## config.mk

```make
export PLATFORM = sky130hd
export DESIGN_NAME = bslt_cell
export DESIGN_NICKNAME = d
export VERILOG_FILES = /design/src/hdl/bslt_pkg.sv /design/src/hdl/bslt_cell.sv
export SDC_FILE = /design/constraint.sdc
export NUM_CORES = 1
export LEC_CHECK = 0
export BUFFER_PORTS_ARGS = -buffer_cell sky130_fd_sc_hd__buf_2
export CORE_MARGIN = 2
export CORE_UTILIZATION = 25
export CTS_CLUSTER_DIAMETER = 120
export DETAILED_ROUTE_END_ITERATION = 7
export PLACE_DENSITY_LB_ADDON = 0.2
export SYNTH_ARGS = -nofsm -noshare
export SYNTH_HDL_FRONTEND = slang
export SYNTH_SLANG_ARGS = --single-unit
```

## constraint.sdc

```tcl
create_clock -name i_clk -period 3.8 [get_ports i_clk]
set_input_delay 0.19 -clock i_clk [delete_from_list [all_inputs] [get_ports i_clk]]
set_output_delay 0.19 -clock i_clk [all_outputs]
set_load 0.01 [all_outputs]
```

## src/hdl/bslt_pkg.sv

```systemverilog
// ============================================================================
// bslt_pkg
// Shared types and constants of the BSSID station learning table.
// ============================================================================
package bslt_pkg;

    localparam logic [1:0]  FUNC_FRAME      = 2'd0;
    localparam logic [1:0]  FUNC_READ       = 2'd1;
    localparam logic [1:0]  FUNC_CLEAR      = 2'd2;
    localparam logic [1:0]  FUNC_RESTART    = 2'd3;

    localparam logic [11:0] MIN_FRAME_BYTES = 12'd24;
    localparam int          GROUP_BIT       = 40;

    typedef struct packed {
        logic [1:0]         func;
        logic               frame_kind_ok;
        logic [11:0]        frame_length;
        logic [47:0]        addr_one;
        logic [47:0]        addr_two;
        logic [47:0]        addr_three;
        logic signed [7:0]  signal_strength;
        logic [31:0]        time_ms;
        logic [4:0]         read_index;
    } t_in;

    typedef struct packed {
        logic [4:0]         station_count;
        logic [31:0]        frames_seen;
        logic [31:0]        frames_matched;
        logic               entry_valid;
        logic [47:0]        entry_address;
        logic signed [7:0]  entry_strength;
        logic [31:0]        entry_last_seen;
        logic [31:0]        entry_packets;
    } t_out;

    typedef struct packed {
        logic [47:0]        addr;
        logic signed [7:0]  strength;
        logic [31:0]        seen_time;
        logic [31:0]        packets;
    } t_entry;

    typedef struct packed {
        logic               valid;
        logic               is_read;
        logic               hit;
        logic [47:0]        key;
        logic signed [7:0]  strength;
        logic [31:0]        now;
        logic [4:0]         read_index;
        t_entry             data;
    } t_token;

endpackage

```

## src/hdl/bslt_cell.sv

```systemverilog
// ============================================================================
// bslt_cell
// One table entry: matches or reads the passing token, hands it to the next.
// ============================================================================
module bslt_cell
    import bslt_pkg::*;
#(
    parameter int CELL_INDEX = 0,
    parameter int FILL_W     = 5
) (
    input  logic              i_clk,
    input  logic              i_rst_n,
    input  logic [FILL_W-1:0] i_fill,
    input  logic              i_wr_en,
    input  t_entry            i_wr_data,
    input  t_token            i_tok,
    output t_token            o_tok
);

    t_entry r_entry;
    t_token r_tok;
    t_token n_tok;
    logic   w_live;
    logic   w_hit;
    logic   w_read;

    assign w_live = 32'(CELL_INDEX) < 32'(i_fill);
    assign w_hit  = i_tok.valid && !i_tok.is_read && !i_tok.hit && w_live
                    && (r_entry.addr == i_tok.key);
    assign w_read = i_tok.valid && i_tok.is_read && w_live
                    && (32'(i_tok.read_index) == 32'(CELL_INDEX));

    always_comb begin
        n_tok = i_tok;
        if (w_hit) begin
            n_tok.hit = 1'b1;
        end
        if (w_read) begin
            n_tok.hit  = 1'b1;
            n_tok.data = r_entry;
        end
    end

    always_ff @(posedge i_clk) begin
        if (i_wr_en) begin
            r_entry <= i_wr_data;
        end else if (w_hit) begin
            r_entry.strength  <= i_tok.strength;
            r_entry.seen_time <= i_tok.now;
            r_entry.packets   <= r_entry.packets + 32'd1;
        end
    end

    always_ff @(posedge i_clk) begin
        if (!i_rst_n) begin
            r_tok <= '0;
        end else begin
            r_tok <= n_tok;
        end
    end

    assign o_tok = r_tok;

endmodule

```

==> results of run 1 <==
==> report_power, final <==
part           internal [mW]  switching, mW  leakage, nW
registers               3.98          0.106         2.98
logic                  0.614          0.483         5.58
clock network           2.22           1.57        0.636
==> sequential cells by signal (all words and copies together) (netlist names) <==
name	cells
o_tok	216
r_entry	120
==> how the worst max path moves through the flow <==
stage            startpoint     endpoint  slack, ps  cells past startpoint
6_report        r_entry[83]  r_entry[61]        850                      6
5_1_grt         r_entry[78]  r_entry[67]        550                      5
4_1_cts         r_entry[83]  r_entry[67]        730                      6
3_5_place_dp    r_entry[83]  r_entry[69]        750                      6
3_3_place_gp    r_entry[78]  r_entry[69]        800                      5
2_1_floorplan  r_entry[101]   r_entry[0]       1100                      5
==> cell type report <==
type                       instances  area share, %
inverter                           3         0.0543
timing repair buffer             905           30.4
multi-input combinational        713           21.0
antenna                            1         0.0121
clock buffer                      58           5.64
sequential                       336           38.2
tap                              672           4.05
clock inverter                    16          0.615
==> cells in the final DEF, fill, tap and decap left out, types with 2 or more instances in the layout <==
cell	instances
edfxtp_1	120
nand3_1	9
buf_2	557
nand4_1	11
nor2_1	4
nand2_1	280
mux2_2	42
clkbuf_16	42
clkbuf_1	10
or4_4	2
clkbuf_8	6
and4_1	3
nor3_2	4
buf_6	2
xor2_1	33
clkinv_2	7
and3_1	4
and2_1	98
buf_12	5
buf_4	7
a21boi_0	20
nor3_1	6
nor4_4	2
clkinv_1	3
inv_1	3
dfxtp_1	216
o21ai_0	23
nor4_1	9
xnor2_1	45
o21ai_1	8
a21boi_1	100
dlygate4sd3_1	334
clkinvlp_4	2
==> metal layers <==
metal	vias to the layer above	share of wire (%)	routed length [um]
met1	5351	43	19800
met4	4	2.3	1050
met3	66	6.7	3070
li1	5506	-	-
met5	-	0.059	27
met2	383	48	22200
==> worst register-to-register path, cell delays in order (launching register included) <==
cell and delay [ps]:
edfxtp_1 410, xor2_1 200, nor4_1 630, nand4_1 220
nor4_1 390, a31o_4 450, buf_12 300
==> kinds of logic after synthesis <==
logic type / synth area share, %
compound gates: 8.58
xor+xnor: 5.42
fa+ha+maj: 0.0992
buf+inv: 2.68
flops: 62.9
mux: 3.75
simple gates: 16.6
==> per-stage QoR <==
step | hold WS, ps | util, % | cells
global route | 17.8 | 41.5 | 2704
global placement | 368 | 32.2 | 2295
CTS | 7.08 | 41.5 | 2703
finish | 28.7 | 41.5 | 2704
detailed placement | 368 | 32.2 | 2295
floorplan | 289 | - | 1113
==> repair_timing <==
action,4_1_cts,5_1_grt
endpoints found under the hold margin,335,0
hold buffers,334,0
resized for setup,0,0
==> key figures, run 1 <==
Synthesis
  • Syn. warnings: 0
  • Mapped Cells: 1113
  • Number of synthesized flops with an enable pin: 120
  • Mean post-synth cell area: about 11 um2
  • Syn Nets: 1458
  • Area contributors post-synth: dfxtp_1 34%, edfxtp_1 29%, nand2_1 8.3%
  • Post-synth ARST share: 0%
  • Area leader, netlist: dfxtp_1
  • Synth Register Bits: 336
  • Mapped Area: approximately 13000 um2
  • Most numerous cell in the Yosys netlist: nand2_1
  • Count of cell types in the netlist: 36
  • Primary FF master, synth: dfxtp_1
  • Sequential element share of the synthesized area: 62.9%
  • Synth top area share: 34.3%
  • Commonest cells post-synth: 280 x nand2_1, 216 x dfxtp_1, 120 x edfxtp_1

Clocking
  • CTS root buf: clkbuf_16
  • CTS tree: done
  • Htree depth: 2
  • Num CTS Buffers: 40
  • CTS max path bufs: 3
  • CTS clk-pin slew, worst paths: 60 ps
  • Clk sinks: 336
  • Post-CTS Setup Repair Bufs: 0
  • Clk_lat worst skew: 550 ps

Setup path
  • Slowest cell on the critical path: nor4_1
  • Critical path, cell by cell: xor2_1 -> nor4_1 -> nand4_1 -> nor4_1 -> a31o_4 -> buf_12
  • Reg2reg path depth: 6
  • R2r endpoint: r_entry[61]
  • Top delay family on crit path: simple AND/OR/NAND/NOR gates
  • CP dominant cell by count: nor4_1
  • Slowest Stage Delay on Critical Path: 630 ps
  • Worst EP arrival: between 3000 and 4000 ps
  • WS Path Type: flop to flop
  • R2R Setup Slk: between 800 and 900 ps
  • WP data required: 4030 ps
  • Max FO, Critical Path: 38
  • Critical path endpoint category: flop
  • Reg-to-reg startpoint: r_entry[83]
  • WP buf/inv: 1
  • Crit start category: flop

Run status
  • Status: complete, no violations

Global route
  • Met1 Use GR: 21.3%
  • Pin count of the biggest net entering global routing: 122
  • Gr usage total: 17.1%
  • Met2 usage: just under 30%
  • Initial antenna violation count: 3
  • First-pass GRT wire length: 69.8 mm
  • Vias in the first global route: 12000
  • Global routing's busiest layer: met2
  • Met3 Resource Use GR: 4.77%
  • Global route overflow: 0

Min path
  • Hold Crit Endpoint: r_entry[35]
  • Hold/Removal Path Class: primary input to flop
  • Hold_sp: i_wr_data[35]
  • Hold depth: 2

Power and ir drop
  • Overall power: between 8 and 9 mW
  • Leak Pwr: 9.19 nW
  • PwrDens: 432 nW/um2
  • VDD IR max: 286 uV

Timing
  • Final Hold Fails: 0
  • Tcrit/Tclk final: slightly below 80%
  • Rel. slew slack: 43.6%
  • Final min period: 2950 ps
  • Fin Clk Skew: 18.3 ps
  • Setup TNS: 0 ps
  • RSZ-0062 raised after global routing: false
  • Final Slew Violations: 0
  • Final setup fails: 0
  • Slew at the pin closest to its max-slew limit: approximately 850 ps
  • Final setup margin: 847 ps
  • Peak Freq: 339 MHz

Floorplan
  • Initial core utilization: 25.2%
  • Core area: 50000 um2
  • Rows: 82
  • Ports: 560
  • Area of the die: 52200 um2
  • Die Wd: 229 um
  • Die Ht: 229 um

Layout
  • Fillers: about 4900
  • Register area: 7930 um2
  • Synthesis-to-layout area growth: 64.6%
  • Multi-input logic area: 4360 um2
  • Layout cells sized above 1: between 30% and 40%
  • Final Cell Area: slightly above 20000 um2
  • Layout net count: between 2000 and 2500

Place
  • Placer Congestion: 0.873
  • Placed wire-length estimate: 32.2 mm
  • Placed instance area: 16100 um2
  • Pre-CTS setup slack: 753 ps
  • IO Port Bufs: 559

Drt
  • DRC: 0
  • Initial drt markers: about 480
  • Total number of vias: 11300
  • Routed WL per cell: about 17 um
  • DR vias/cell: roughly 4.2
  • Antenna-violating nets left: 0
  • Drt pass-1 iters: 5
  • WL final: roughly 46 mm

Run
  • Max_cap viols: 0
Power figures use the tool's default switching activity.
==> run 2, diff against run 1 <==
- clock period: 3.8 -> 2.85 ns (I/O delays scaled with it)
==> run 2 against run 1 <==
Final area grew 1.3%. Flip-flop and latch count is the same. Via count is 0.50% higher. First-iteration DRC count rose by 9.0%. Critical path depth stayed put. Clock power rose by 41%. Final cell count rose by 0.59%. Wire length rose by 1.3%. Global-route usage up 0.48 points. Critical path type unchanged. Largest power group unchanged.
==> key figures, run 2 (same netlist as run 1, synthesis figures left out) <==
Setup path
  • Setup crit end: r_entry[42]
  • Top delay family on crit path: simple AND/OR/NAND/NOR gates
  • Reg2reg path depth: 6
  • Slowest Stage Delay on Critical Path: 500 ps
  • Max FO, Critical Path: 38
  • CP Depth: 6
  • WP data required: 3070 ps
  • Critical path, cell by cell: xnor2_1 -> nand4_1 -> nor4_1 -> buf_4 -> a31o_4 -> buf_12
  • Setup crit start: r_entry[87]
  • R2R Setup Slk: approximately 360 ps
  • Critical path endpoint category: flop
  • Slowest cell on the critical path: nor4_1
  • Reg-to-reg startpoint: r_entry[87]
  • R2r endpoint: r_entry[42]
  • WP buf/inv: 2
  • Worst EP arrival: 2710 ps
  • Crit start category: flop
  • WS Path Type: flop to flop

Drt
  • DR vias/cell: 4.18
  • Routed WL per cell: 17.2 um
  • Antenna-violating nets left: 0
  • WL final: between 40 and 50 mm
  • DRC: 0
  • Drt pass-1 iters: 5
  • Total number of vias: 11400
  • Initial drt markers: 522

Clocking
  • Clk sinks: 336
  • CTS root buf: clkbuf_16
  • Htree depth: 2
  • Clk_lat worst skew: 550 ps
  • Post-CTS Resized: 0
  • Num CTS Buffers: 40
  • CTS clk-pin slew, worst paths: 60 ps
  • Post-CTS Setup Repair Bufs: 0
  • Hold buffer count at CTS: ~340
  • CTS max path bufs: 3
  • CTS tree: done

Timing
  • Peak Freq: around 400 MHz
  • Final min period: 2490 ps
  • Slew at the pin closest to its max-slew limit: approximately 650 ps
  • Tcrit/Tclk final: 87.5%
  • Final hold slack: 53.8 ps
  • Final Slew Violations: 0
  • Rel. slew slack: 56.2%
  • Final Hold Fails: 0
  • Setup TNS: 0 ps
  • Final setup fails: 0
  • RSZ-0062 raised after global routing: false
  • Fin Clk Skew: about 16 ps

Global route
  • Pin count of the biggest net entering global routing: 103
  • Global routing's busiest layer: met2
  • Vias in the first global route: around 12000
  • First-pass GRT wire length: a little over 70 mm
  • Met1 Use GR: a little over a fifth
  • Initial antenna violation count: 2
  • Met2 usage: between 20 and 30%
  • Global route overflow: 0
  • Met3 Resource Use GR: 4.47%
  • Gr usage total: between 15 and 20%

Floorplan
  • Area of the die: 52200 um2
  • Ports: 560
  • Rows: 82
  • Initial core utilization: 25.2%
  • Core area: 50000 um2
  • Die Ht: 229 um
  • Die Wd: 229 um

Layout
  • Register area: roughly 8000 um2
  • Fillers: 4831
  • Commonest non-fill, non-tap cell in the layout: buf_2
  • Commonest non-fill, non-tap cells in the layout: 557 x buf_2, 336 x dlygate4sd3_1, 280 x nand2_1, 216 x dfxtp_1, 120 x edfxtp_1
  • Layout net count: 2359
  • Synthesis-to-layout area growth: 66.7%
  • Max reg flops: between 200 and 250
  • Final Core Density: 42.1%
  • Multi-input logic area: 4360 um2
  • Layout cells sized above 1: 34.3%

Run status
  • Status: complete, no violations

Place
  • IO Port Bufs: roughly 560
  • Placed wire-length estimate: about 33 mm
  • Placer Congestion: 0.882

Power and ir drop
  • Leak Pwr: 9.34 nW
  • Sw Pwr: 2.86 mW
  • Int Power: 9.40 mW
  • VDD IR max: 368 uV
  • Clock power frac: 43.5%
  • Switching Fraction: 23.3%
  • Sequential share of power: between 40% and 50%
  • Combinational Power Share: 12.1%
  • PwrDens: 583 nW/um2
  • Overall power: 12.3 mW

Min path
  • Hold/Removal Path Class: primary input to flop

Run
  • Max_cap viols: 0
run 2: worst register-to-register path, delay by kind of cell, from the launching register on:
| kind | cells | cell delay, ps |
|---|---|---|
| XOR/XNOR | 1 | 360 |
| AO/OA/AOI/OAI | 1 | 190 |
| flip-flops | 1 | 410 |
| AND/OR/NAND/NOR | 2 | 720 |
| buffers and inverters | 2 | 430 |
run 2: worst min-delay path by stage:
stage	end	from	cells after the start
2_1_floorplan	r_entry[100]	i_wr_data[100]	0
3_3_place_gp	r_entry[97]	i_wr_data[97]	1
3_5_place_dp	r_entry[109]	i_wr_data[109]	1
4_1_cts	o_tok[96]	i_rst_n	2
5_1_grt	o_tok[95]	i_rst_n	2
6_report	o_tok[96]	i_rst_n	2
run 2: metrics by stage:
| stage | cells | setup slack, ps | instance area, um2 |
|---|---|---|---|
| after floorplan | 1113 | 151 | 12600 |
| after global placement | 2308 | 279 | 16300 |
| after detailed placement | 2308 | 354 | 16300 |
| after CTS | 2718 | 331 | 21000 |
| after global routing | 2720 | 250 | 21000 |
| final | 2720 | 358 | 21000 |
run 2: metal layers:
metal / part of all wire, % / vias up
met3: 6.5 / 88
met4: 3.1 / 0
met1: 42 / 5353
li1: - / 5542
met5: 0 / -
met2: 48 / 383
run 2: layout make-up:
| cell class | instances | area share [%] |
|---|---|---|
| tap | 672 | 4.00 |
| multi-input combinational | 713 | 20.8 |
| inverter | 3 | 0.0536 |
| antenna | 2 | 0.0238 |
| sequential | 336 | 37.7 |
| clock buffer | 66 | 6.26 |
| timing repair buffer | 920 | 30.8 |
| clock inverter | 8 | 0.381 |
run 2: power groups by stage:
| stage | Clock [mW] | Combinational, mW | Sequential, mW |
|---|---|---|---|
| final | 5.33 | 1.48 | 5.45 |
| after global routing | 5.69 | 1.61 | 5.48 |
| after CTS | 5.51 | 1.49 | 5.45 |
| after detailed placement | 0 | 1.11 | 5.55 |
| after global placement | 0 | 1.11 | 5.54 |
| after floorplan | 0 | 0.392 | 5.61 |
==> run 3, diff against run 2 <==
- CORE_MARGIN: 2 -> not set
- clock period: 2.85 -> 2.88 ns (I/O delays scaled with it)
==> run 3 against run 2 <==
Critical endpoint is now r_entry[45]. Final area about the same. Final cell count decreased by 0.18%. Wire length is 2.5% higher. Setup slack lost 80 ps. Global-route usage rose by 0.57 points. Largest power group unchanged. Highest routed layer is now met5.
==> key figures, run 3 (same netlist as run 1, synthesis figures left out) <==
Run status
  • Status: complete, no violations

Place
  • IO Port Bufs: 559
  • Placer Congestion: roughly 0.86
  • Placed wire-length estimate: around 34 mm

Setup path
  • Worst EP arrival: 2840 ps
  • Reg2reg path depth: 8
  • WP data required: 3120 ps
  • Max FO, Critical Path: 32
  • Critical path endpoint category: flop
  • WS Path Type: flop to flop
  • Crit start category: flop

Drt
  • Routed WL per cell: 17.6 um
  • DR vias/cell: around 4.2
  • DRC: 0
  • WL final: about 48 mm
  • Total number of vias: 11400
  • Drt pass-1 iters: 5
  • Initial drt markers: 626
  • Antenna-violating nets left: 0

Layout
  • Layout cells sized above 1: 34.6%
  • Synthesis-to-layout area growth: 66.8%
  • Fillers: 4799
  • N_diodes: 0
  • Final Core Density: 42.6%
  • Commonest non-fill, non-tap cells in the layout: 557 x buf_2, 335 x dlygate4sd3_1, 280 x nand2_1, 216 x dfxtp_1, 120 x edfxtp_1
  • Commonest non-fill, non-tap cell in the layout: buf_2
  • Max reg flops: 216
  • Layout net count: 2363

Timing
  • Tcrit/Tclk final: between 90 and 100%
  • Peak Freq: 384 MHz
  • Final min period: 2600 ps
  • RSZ-0062 raised after global routing: false
  • Final setup fails: 0
  • Final Hold Fails: 0
  • Slew at the pin closest to its max-slew limit: roughly 730 ps
  • Rel. slew slack: between 50 and 60%
  • Fin Clk Skew: 21.3 ps
  • Final Slew Violations: 0
  • Setup TNS: 0 ps

Global route
  • Pin count of the biggest net entering global routing: 88
  • Met3 Resource Use GR: 4.46%
  • Gr usage total: 18.2%
  • First-pass GRT wire length: roughly 70 mm
  • Global routing's busiest layer: met2
  • Met1 Use GR: a little under a quarter
  • Global route overflow: 0
  • Initial antenna violation count: 2
  • Vias in the first global route: approximately 12000
  • Met2 usage: 30.7%

Min path
  • Hold/Removal Path Class: primary input to flop
  • Hold depth: 3

Clocking
  • CTS tree: done
  • CTS clk-pin slew, worst paths: 60 ps
  • Htree depth: 2
  • Post-CTS Resized: 0
  • CTS max path bufs: 3
  • Num CTS Buffers: 41
  • Clk_lat worst skew: 550 ps
  • CTS root buf: clkbuf_16
  • Clk sinks: 336

Power and ir drop
  • Int Power: 9.38 mW
  • VDD IR max: approximately 370 uV
  • Combinational Power Share: 12.2%
  • Clock power frac: 43.8%
  • Sw Pwr: 2.87 mW
  • Sequential share of power: 44.0%
  • Switching Fraction: 23.4%
  • PwrDens: 583 nW/um2
  • Leak Pwr: 9.36 nW

Floorplan
  • Core area: 49400 um2
  • Initial core utilization: 25.5%
  • Die Wd: approximately 230 um
  • Rows: 81
  • Ports: 560
  • Die Ht: about 230 um
  • Area of the die: between 50000 and 60000 um2

Run
  • Max_cap viols: 0
## run 3: repair_timing
| item | 4_1_cts | 5_1_grt |
|---|---|---|
| endpoints found under the setup margin | 0 | 0 |
| buffers inserted | 0 | 0 |
| hold endpoints to repair | 335 | 0 |
| hold buffers | 335 | 0 |
## run 3: layout make-up
class                   instances  area (um2)  share of cell area, %
flip-flops and latches        336        7930                   37.7
repair buffers                923        6460                   30.7
multi-input cells             713        4360                   20.8
clock buffers                  63        1300                   6.20
well taps                     664         831                   3.95
clock inverters                13         124                  0.589
inverters                       3        11.3                 0.0536
## run 3: metrics by stage
stage                     total power, mW  setup slack [ps]  cell area, um2  instances  hold WS [ps]
final                                12.3               278           21000       2715          20.1
after global routing                 12.7               209           21000       2715          18.2
after CTS                            12.4               268           21000       2715          4.31
after detailed placement             6.61               286           16200       2304           322
after global placement               6.60               224           16200       2304           322
after floorplan                      5.94               181           12600       1113           243
## run 3: critical path, cell delays in order (launching register included)
cell and delay (ps):
edfxtp_1 390, xor2_1 190, nor4_1 450, buf_4 190, nand4_1 110, nor4_1 230
buf_4 170, a31o_4 280, buf_12 250
## run 3: worst paths after layout
kind / startpoint / end / slack (ps)
max: r_entry[83] / r_entry[45] / 280
min: i_tok[213] / o_tok[213] / 20
max reg2reg: r_entry[83] / r_entry[45] / 280
min reg2reg: r_entry[36] / o_tok[36] / 490
## run 3: layer usage
metal / vias up / part of all wire [%]
met5: - / 0.017
met4: 2 / 2.2
met3: 66 / 5.8
met2: 376 / 49
met1: 5418 / 43
li1: 5559 / -
## run 3: power by group through the flow
stage | combinational, mW | clock [mW] | sequential, mW
after floorplan | 0.388 | 0 | 5.55
after global placement | 1.12 | 0 | 5.48
after detailed placement | 1.12 | 0 | 5.49
after CTS | 1.50 | 5.53 | 5.39
after global routing | 1.61 | 5.70 | 5.42
final | 1.49 | 5.37 | 5.39
